### src/hw/rtl/touch_detect_baseline_tracker_top_defines.svh
// Assertion macros shared by the touch detect baseline tracker RTL.
`ifndef TOUCH_DETECT_BASELINE_TRACKER_TOP_DEFINES_SVH
`define TOUCH_DETECT_BASELINE_TRACKER_TOP_DEFINES_SVH
`ifndef SYNTHESIS
// Consequent must hold in the cycle after the antecedent.
`define TDBT_ASSERT_NEXT(lbl, ante, cons) \
  lbl: assert property (@(posedge clk) disable iff (!rst_n) (ante) |=> (cons)) \
    else $error("tdbt: next-cycle check failed");
// Consequent must hold in the same cycle as the antecedent.
`define TDBT_ASSERT_NOW(lbl, ante, cons) \
  lbl: assert property (@(posedge clk) disable iff (!rst_n) (ante) |-> (cons)) \
    else $error("tdbt: same-cycle check failed");
`else
`define TDBT_ASSERT_NEXT(lbl, ante, cons)
`define TDBT_ASSERT_NOW(lbl, ante, cons)
`endif
`endif

### src/hw/rtl/tdbt_pkg.sv
// Shared types, constants and helpers for the touch detect baseline tracker.
`default_nettype none
package tdbt_pkg;

  // Width of the filtered level and the baseline
  localparam int COUNT_BITS = 16;
  // Signed working width for differences, counters and limits
  localparam int WIDE_W = ((COUNT_BITS > 16) ? COUNT_BITS : 16) + 2;
  localparam int LEVEL_W = 16;
  localparam int CNT_W = 16;
  localparam int CFG_IDX_W = 3;
  localparam int CFG_DATA_W = 15;

  // Action codes
  localparam logic [1:0] ACT_MEASURE = 2'd0;
  localparam logic [1:0] ACT_EVAL = 2'd1;
  localparam logic [1:0] ACT_CAL = 2'd2;

  // Configuration register indexes
  localparam logic [CFG_IDX_W-1:0] CFG_NOISE_BAND = 3'd0;
  localparam logic [CFG_IDX_W-1:0] CFG_STEP_MARGIN = 3'd1;
  localparam logic [CFG_IDX_W-1:0] CFG_PERSIST = 3'd2;
  localparam logic [CFG_IDX_W-1:0] CFG_DRIFT_UP = 3'd3;
  localparam logic [CFG_IDX_W-1:0] CFG_DRIFT_DOWN = 3'd4;

  // Configuration reset values
  localparam logic [7:0] NOISE_BAND_RST = 8'd2;
  localparam logic [7:0] STEP_MARGIN_RST = 8'd5;
  localparam logic [7:0] PERSIST_RST = 8'd10;
  localparam logic [14:0] DRIFT_UP_RST = 15'd20000;
  localparam logic [14:0] DRIFT_DOWN_RST = 15'd15000;

  localparam logic signed [WIDE_W-1:0] S16_MAX_W = WIDE_W'(32767);
  localparam logic signed [WIDE_W-1:0] S16_MIN_W = -WIDE_W'(32768);

  typedef struct packed {
    logic [7:0]  noise_band;
    logic [7:0]  step_margin;
    logic [7:0]  persist_count;
    logic [14:0] drift_up_limit;
    logic [14:0] drift_down_limit;
  } tdbt_cfg_t;

  typedef struct packed {
    logic                  touch;
    logic [COUNT_BITS-1:0] baseline;
    logic [COUNT_BITS-1:0] filtered;
    logic [CNT_W-1:0]      drift;    // two's complement
    logic [CNT_W-1:0]      persist;  // two's complement
  } tdbt_state_t;

  // Sign-extend a 16-bit two's complement counter to the working width
  function automatic logic signed [WIDE_W-1:0] sext_cnt(input logic [CNT_W-1:0] v);
    return $signed({{(WIDE_W-CNT_W){v[CNT_W-1]}}, v});
  endfunction

  // Saturate a working-width value into a 16-bit signed counter
  function automatic logic [CNT_W-1:0] clamp_cnt(input logic signed [WIDE_W-1:0] v);
    logic [CNT_W-1:0] res;
    if (v > S16_MAX_W) begin
      res = CNT_W'(S16_MAX_W);
    end else if (v < S16_MIN_W) begin
      res = CNT_W'(S16_MIN_W);
    end else begin
      res = v[CNT_W-1:0];
    end
    return res;
  endfunction

endpackage
`default_nettype wire

### src/hw/rtl/tdbt_eval.sv
// Next-state logic: filter update, band test, persistence and drift tracking.
`default_nettype none
module tdbt_eval (
  input  wire logic [1:0]          action,
  input  wire logic [15:0]         measurement,
  input  wire tdbt_pkg::tdbt_cfg_t   cfg,
  input  wire tdbt_pkg::tdbt_state_t st,
  output tdbt_pkg::tdbt_state_t      st_nxt
);
  import tdbt_pkg::*;

  logic [COUNT_BITS:0]          filt_sum;
  logic [COUNT_BITS-1:0]        filt_meas;
  logic [COUNT_BITS-1:0]        filt;
  logic [COUNT_BITS-1:0]        raw;
  logic signed [WIDE_W-1:0]     diff_w;
  logic signed [WIDE_W-1:0]     upstep_w;
  logic signed [WIDE_W-1:0]     band_w;
  logic signed [WIDE_W-1:0]     margin_w;
  logic signed [WIDE_W-1:0]     persist_lim_w;
  logic signed [WIDE_W-1:0]     up_lim_w;
  logic signed [WIDE_W-1:0]     down_lim_w;
  logic signed [WIDE_W-1:0]     pers_sum;
  logic signed [WIDE_W-1:0]     drift_sum;
  logic signed [WIDE_W-1:0]     pers_new_w;
  logic signed [WIDE_W-1:0]     drift_new_w;
  logic [CNT_W-1:0]             pers_new;
  logic [CNT_W-1:0]             drift_new;
  logic                         out_band;
  tdbt_state_t                  ev;

  // Averaging filter, used by the measure action only
  assign filt_sum  = {1'b0, st.filtered} + {1'b0, COUNT_BITS'(measurement)};
  assign filt_meas = filt_sum[COUNT_BITS:1];
  assign filt      = (action == ACT_MEASURE) ? filt_meas : st.filtered;

  // Wrapped difference for band/direction/drift, true difference for margin
  assign raw      = filt - st.baseline;
  assign diff_w   = $signed({{(WIDE_W-COUNT_BITS){raw[COUNT_BITS-1]}}, raw});
  assign upstep_w = $signed(WIDE_W'(filt)) - $signed(WIDE_W'(st.baseline));

  assign band_w        = $signed(WIDE_W'(cfg.noise_band));
  assign margin_w      = $signed(WIDE_W'(cfg.step_margin));
  assign persist_lim_w = $signed(WIDE_W'(cfg.persist_count));
  assign up_lim_w      = $signed(WIDE_W'(cfg.drift_up_limit));
  assign down_lim_w    = $signed(WIDE_W'(cfg.drift_down_limit));

  assign out_band = (diff_w > band_w) || (diff_w < -band_w);

  // Saturating counter updates
  assign pers_sum    = sext_cnt(st.persist) +
                       ((diff_w > 0) ? WIDE_W'(1) : -WIDE_W'(1));
  assign pers_new    = clamp_cnt(pers_sum);
  assign pers_new_w  = sext_cnt(pers_new);
  assign drift_sum   = sext_cnt(st.drift) + diff_w;
  assign drift_new   = clamp_cnt(drift_sum);
  assign drift_new_w = sext_cnt(drift_new);

  // Evaluation step
  always_comb begin
    ev = st;
    ev.filtered = filt;
    if (out_band) begin
      ev.persist = pers_new;
      if (pers_new_w > persist_lim_w) begin
        if (upstep_w > margin_w) begin
          ev.touch    = 1'b1;
          ev.baseline = filt;
          ev.persist  = '0;
        end
      end else if (pers_new_w < -persist_lim_w) begin
        if (-upstep_w > margin_w) begin
          ev.touch    = 1'b0;
          ev.baseline = filt;
          ev.persist  = '0;
        end
      end
    end else begin
      ev.persist = '0;
      ev.drift   = drift_new;
      if (drift_new_w > up_lim_w) begin
        ev.baseline = st.baseline + COUNT_BITS'(1);
        ev.drift    = '0;
      end else if (drift_new_w < -down_lim_w) begin
        ev.baseline = st.baseline - COUNT_BITS'(1);
        ev.drift    = '0;
      end
    end
  end

  // Action select; the unused code holds the state
  always_comb begin
    st_nxt = st;
    unique case (action)
      ACT_MEASURE, ACT_EVAL: begin
        st_nxt = ev;
      end
      ACT_CAL: begin
        st_nxt.baseline = st.filtered;
        st_nxt.touch    = 1'b0;
      end
      default: begin
        st_nxt = st;
      end
    endcase
  end

endmodule
`default_nettype wire

### src/hw/rtl/touch_detect_baseline_tracker_top.sv
// Top level of the capacitive touch baseline tracker for one pad.
//
// Each accepted transaction (measure+evaluate, evaluate, calibrate or spare)
// is captured in an input register, processed by the next-state logic against
// the tracker state, and its result (touch flag, baseline, filtered level)
// lands in an output register as the transaction advances. One transaction
// per clock is sustained while the output is not stalled; the limit is the
// state update loop, since each transaction reads the state the previous one
// left. A stalled output holds its result while one more transaction waits
// in the input register. Configuration writes are always ready and take
// effect on the next evaluation; indexes beyond the register list are dropped.
`default_nettype none
`include "touch_detect_baseline_tracker_top_defines.svh"
module touch_detect_baseline_tracker_top (
  input  wire logic                           clk,
  input  wire logic                           rst_n,
  // input channel
  input  wire logic                           in_valid,
  output logic                                in_stall,
  input  wire logic [1:0]                     in_action,
  input  wire logic [15:0]                    in_measurement,
  // result channel
  output logic                                out_valid,
  input  wire logic                           out_stall,
  output logic                                out_touched,
  output logic [15:0]                         out_baseline_level,
  output logic [15:0]                         out_filtered_level,
  // configuration write channel
  input  wire logic                           cfg_valid,
  output logic                                cfg_ready,
  input  wire logic [tdbt_pkg::CFG_IDX_W-1:0]  cfg_index,
  input  wire logic [tdbt_pkg::CFG_DATA_W-1:0] cfg_data
);
  import tdbt_pkg::*;

  tdbt_cfg_t    cfg_r;
  tdbt_state_t  st_r;
  tdbt_state_t  st_nxt;
  logic         in_vld_r;
  logic [1:0]   in_action_r;
  logic [15:0]  in_meas_r;
  logic         out_vld_r;
  logic         out_touched_r;
  logic [15:0]  out_base_r;
  logic [15:0]  out_filt_r;
  logic         advance;
  logic         in_take;

  // Stage handshake
  assign advance   = in_vld_r && (!out_vld_r || !out_stall);
  assign in_stall  = in_vld_r && !advance;
  assign in_take   = in_valid && !in_stall;
  assign cfg_ready = 1'b1;

  // Configuration registers
  always_ff @(posedge clk) begin
    if (!rst_n) begin
      cfg_r.noise_band       <= NOISE_BAND_RST;
      cfg_r.step_margin      <= STEP_MARGIN_RST;
      cfg_r.persist_count    <= PERSIST_RST;
      cfg_r.drift_up_limit   <= DRIFT_UP_RST;
      cfg_r.drift_down_limit <= DRIFT_DOWN_RST;
    end else if (cfg_valid && cfg_ready) begin
      unique case (cfg_index)
        CFG_NOISE_BAND:  cfg_r.noise_band       <= cfg_data[7:0];
        CFG_STEP_MARGIN: cfg_r.step_margin      <= cfg_data[7:0];
        CFG_PERSIST:     cfg_r.persist_count    <= cfg_data[7:0];
        CFG_DRIFT_UP:    cfg_r.drift_up_limit   <= cfg_data[14:0];
        CFG_DRIFT_DOWN:  cfg_r.drift_down_limit <= cfg_data[14:0];
        default: ;
      endcase
    end
  end

  // Input register
  always_ff @(posedge clk) begin
    if (!rst_n) begin
      in_vld_r <= 1'b0;
    end else if (!in_stall) begin
      in_vld_r <= in_valid;
    end
  end

  always_ff @(posedge clk) begin
    if (in_take) begin
      in_action_r <= in_action;
      in_meas_r   <= in_measurement;
    end
  end

  // Next-state logic
  tdbt_eval u_eval (
    .action      (in_action_r),
    .measurement (in_meas_r),
    .cfg         (cfg_r),
    .st          (st_r),
    .st_nxt      (st_nxt)
  );

  // Tracker state
  always_ff @(posedge clk) begin
    if (!rst_n) begin
      st_r <= '0;
    end else if (advance) begin
      st_r <= st_nxt;
    end
  end

  // Output register
  always_ff @(posedge clk) begin
    if (!rst_n) begin
      out_vld_r <= 1'b0;
    end else if (advance) begin
      out_vld_r <= 1'b1;
    end else if (!out_stall) begin
      out_vld_r <= 1'b0;
    end
  end

  always_ff @(posedge clk) begin
    if (advance) begin
      out_touched_r <= st_nxt.touch;
      out_base_r    <= LEVEL_W'(st_nxt.baseline);
      out_filt_r    <= LEVEL_W'(st_nxt.filtered);
    end
  end

  assign out_valid          = out_vld_r;
  assign out_touched        = out_touched_r;
  assign out_baseline_level = out_base_r;
  assign out_filtered_level = out_filt_r;

  // Checks
  `TDBT_ASSERT_NEXT(a_adv_gives_result, advance, out_vld_r)
  `TDBT_ASSERT_NEXT(a_held_item_kept, in_vld_r && !advance, in_vld_r)
  `TDBT_ASSERT_NOW(a_out_tracks_state, out_vld_r,
    (out_touched_r == st_r.touch) && (out_base_r == LEVEL_W'(st_r.baseline)))
  `TDBT_ASSERT_NEXT(a_cal_clears_touch, advance && (in_action_r == ACT_CAL), !st_r.touch)

endmodule
`default_nettype wire

### config.mk
export PLATFORM = sky130hd
export DESIGN_NAME = touch_detect_baseline_tracker_top
export DESIGN_NICKNAME = d
export VERILOG_FILES = /design/src/hw/rtl/tdbt_pkg.sv /design/src/hw/rtl/tdbt_eval.sv /design/src/hw/rtl/touch_detect_baseline_tracker_top.sv
export VERILOG_INCLUDE_DIRS = /design/src /design/src/hw/rtl
export SDC_FILE = /design/constraint.sdc
export NUM_CORES = 1
export LEC_CHECK = 0
export ABC_AREA = 0
export BUFFER_PORTS_ARGS = -buffer_cell sky130_fd_sc_hd__clkbuf_2
export CORE_UTILIZATION = 45
export CTS_CLUSTER_SIZE = 10
export DETAILED_ROUTE_END_ITERATION = 8
export PLACE_DENSITY = 0.72
export SYNTH_ARGS = -nofsm -noshare
export SYNTH_HDL_FRONTEND = slang
export SYNTH_SLANG_ARGS = --single-unit
### constraint.sdc
create_clock -name clk -period 14.6 [get_ports clk]
set_input_delay 1.46 -clock clk [delete_from_list [all_inputs] [get_ports clk]]
set_output_delay 1.46 -clock clk [all_outputs]
set_load 0.03 [all_outputs]
==> flow_summary.json <==
{
  "path_buf_inv": 3,
  "ys_async_sr_fraction_pct": 0,
  "drt_iter0_drc": 1008,
  "total_power_mw": 2.92,
  "highest_layer": "met4",
  "dp_cells": 2236,
  "crit_top_cell": "o21ai_0",
  "path_depth": 43,
  "critPathArrivalTime_ns": 11.86,
  "area_growth_pct": 8.75,
  "hold_path_depth": 2,
  "cp_slowest_cell": "a31oi_1",
  "peakVddDrop_v": 0.000111,
  "worstSetupPathType": "register to register",
  "layout_common_cells": "nand2_1 (231), ha_1 (166), a21oi_1 (164)",
  "holdPathEnd": "cfg_r[45]",
  "slew_headroom_pct": 24.0,
  "hp-start": "cfg_r[45]",
  "powerDensity_nw_per_um2": 186,
  "place_area_um2": 15100,
  "rsz0062_at_grt": "false",
  "dp_hpwl_um": 30600,
  "insertion_delay_ns": 0.46,
  "cp_max_fo": 17,
  "syn_nets": 2034,
  "avgSynthCellArea_um2": 7.90,
  "cp-end-kind": "register",
  "wl_met1_um": 18100,
  "fin_crit_sh_pct": 79.8,
  "violations": "DRC",
  "yosysTopAreaCellShare_pct": 16.8,
  "grt.overflow.total": 0,
  "numPortBuffers": 75,
  "max_freq_mhz": 85.9,
  "yosysTopAreaCell": "dfxtp_1",
  "ios": 77,
  "leakagePower_nw": 6.63,
  "finalSetupViolations": 0,
  "reg2reg_slack_ns": 2.95,
  "final_cells": 2268,
  "holdBufCountCts": 0,
  "min_path_type": "register to register",
  "die_area_um2": 32700,
  "min_period_ns": 11.65,
  "synth_cell_types": 90,
  "tightest_slew_ns": 1.14,
  "setup_slack_ns": 2.95,
  "reg2reg_to": "out_baseline_level[2]",
  "status": "finished with violations",
  "grt_start_max_net_pins": 97,
  "cts_setup_buffers": 0,
  "syn_area_um2": 14400,
  "drive_above_1_share_pct": 9.32,
  "place.gp.congestion": 0.896,
  "synth_ff_type": "dfxtp_1",
  "num-nets-final": 2064,
  "clk_path_buf_depth": 2,
  "dp_slack_ns": 3.22,
  "synth_seq_cells": 172,
  "finalSetupTns_ns": 0,
  "finalHoldViolCount": 0,
  "dieHeight_um": 181,
  "final_common_cell": "nand2_1",
  "clock_sinks": 172,
  "r2r-start": "st_r[33]",
  "drtPass1Iterations": 7,
  "cts_tree": "done",
  "cts_root_buf": "clkbuf_16",
  "ant_nets": 0,
  "die_w_um": 181,
  "initial_core_util_pct": 45.6,
  "synthCells": 1823,
  "grt_pass1_wl_um": 66100,
  "cts_resized": 0,
  "cts_max_level": 4,
  "antenna_found_initial": 0,
  "wl_met2_um": 19300,
  "wl_per_cell_um": 17.9,
  "crit_required_ns": 14.81,
  "drv_slew": 0,
  "synth_warnings": 0,
  "fin_skew_ns": 0.0141,
  "grt_pass1_vias": 13100,
  "maxCapViolations": 0,
  "max_stage_delay_ns": 0.74,
  "fin_area_um2": 15700,
  "ys_top_cells_by_area": "dfxtp_1 (17%), ha_1 (14%), edfxtp_1 (11%)",
  "core.rowCount": 65,
  "cp-start-kind": "register",
  "worst-r2r-cell-count": 43,
  "clk_pin_slew_ns": 0.07,
  "met3_length_um": 2130,
  "route.detailed.drc": 2,
  "cpLargestDelayFamily": "compound AO/OA/AOI/OAI gates",
  "coreArea_um2": 31600,
  "via_count": 13500,
  "routed_wl_um": 40600,
  "synth-edff-count": 51,
  "antenna_cells": 0,
  "grt_use_total_pct": 24.9,
  "vias_per_cell": 5.96,
  "ys_seq_area_share_pct": 27.5,
  "cts_buffers": 17
}
==> metal layers <==
metal  up-vias  GRT usage, %
met5         -             0
met4         0          10.1
met3        70          3.53
met2       376          42.6
met1      6398          31.4
li1       6683             -
==> registers in the layout, indices dropped and copies added, names as in the netlist <==
signal,cells
out_filtered_level,16
cfg_r,54
out_touched,1
in_action_r,2
out_baseline_level,16
st_r,65
out_valid,1
in_vld_r,1
in_meas_r,16
==> kinds of logic after synthesis <==
logic type	synth area share [%]
buf+inv	5.34
fa+ha+maj	15.2
xor+xnor	4.68
other cells	0.0260
simple gates	21.9
flops	27.5
compound gates	23.0
mux	2.42
==> tightest hold or removal path: stages (launching register included) <==
cell	delay [ns]
dfxtp_1	0.31
nand2_1	0.05
a21oi_1	0.05
==> per-stage QoR <==
step,utilization [%],hold slack [ns]
detailed placement,47.7,0.448
global route,49.6,0.476
CTS,49.6,0.457
finish,49.6,0.457
global placement,47.7,0.444
floorplan,-,0.436
==> final cells by class <==
type	count	area [um2]
multi-input cells	1457	9680
fillers	3084	15900
clock inverters	14	160
clock buffers	18	439
well taps	402	503
repair buffers	90	488
inverters	115	432
flip-flops and latches	172	3950
==> how the worst max path moves through the flow <==
stage | slack (ns) | startpoint | to
6_report | 2.95 | st_r[33] | out_baseline_level[2]
3_3_place_gp | 3.53 | st_r[33] | out_baseline_level[2]
2_1_floorplan | 4.37 | st_r[33] | out_baseline_level[10]
3_5_place_dp | 3.22 | st_r[33] | out_baseline_level[2]
5_1_grt | 1.88 | st_r[33] | out_baseline_level[2]
4_1_cts | 3.14 | st_r[33] | out_baseline_level[2]
==> synthesized netlist by cell type (6+ instances only) <==
cell type  instances
a211o_1            9
inv_1            112
a211oi_1          23
a21oi_1          164
xnor2_1           48
nand4_1           24
clkbuf_1          63
buf_1              7
mux2i_1           13
o31ai_1           13
a22oi_1            7
nand2b_1          24
and2_1            16
nor4_1            11
nor2_1           129
a21o_1            33
mux2_2            18
dfxtp_1          121
nand3b_1           6
o21ai_1            8
o221ai_1          10
o221a_2            6
o211ai_1          24
and3_1            18
ha_1             166
or3_1              9
o41ai_1            6
nor3_1            60
nand2_1          231
nor2b_1           23
or4_1              7
or2_2              7
edfxtp_1          51
nand3_1           79
o21a_1            20
a31oi_1           18
o21bai_1          11
o21ai_0           94
xor2_1            29
==> power breakdown <==
part           internal, mW  switching (mW)  leakage, nW
clock network         0.260           0.210        0.287
logic                 0.683            1.20         4.86
registers             0.538          0.0330         1.48
No activity file was read; power rests on OpenSTA's default activity.
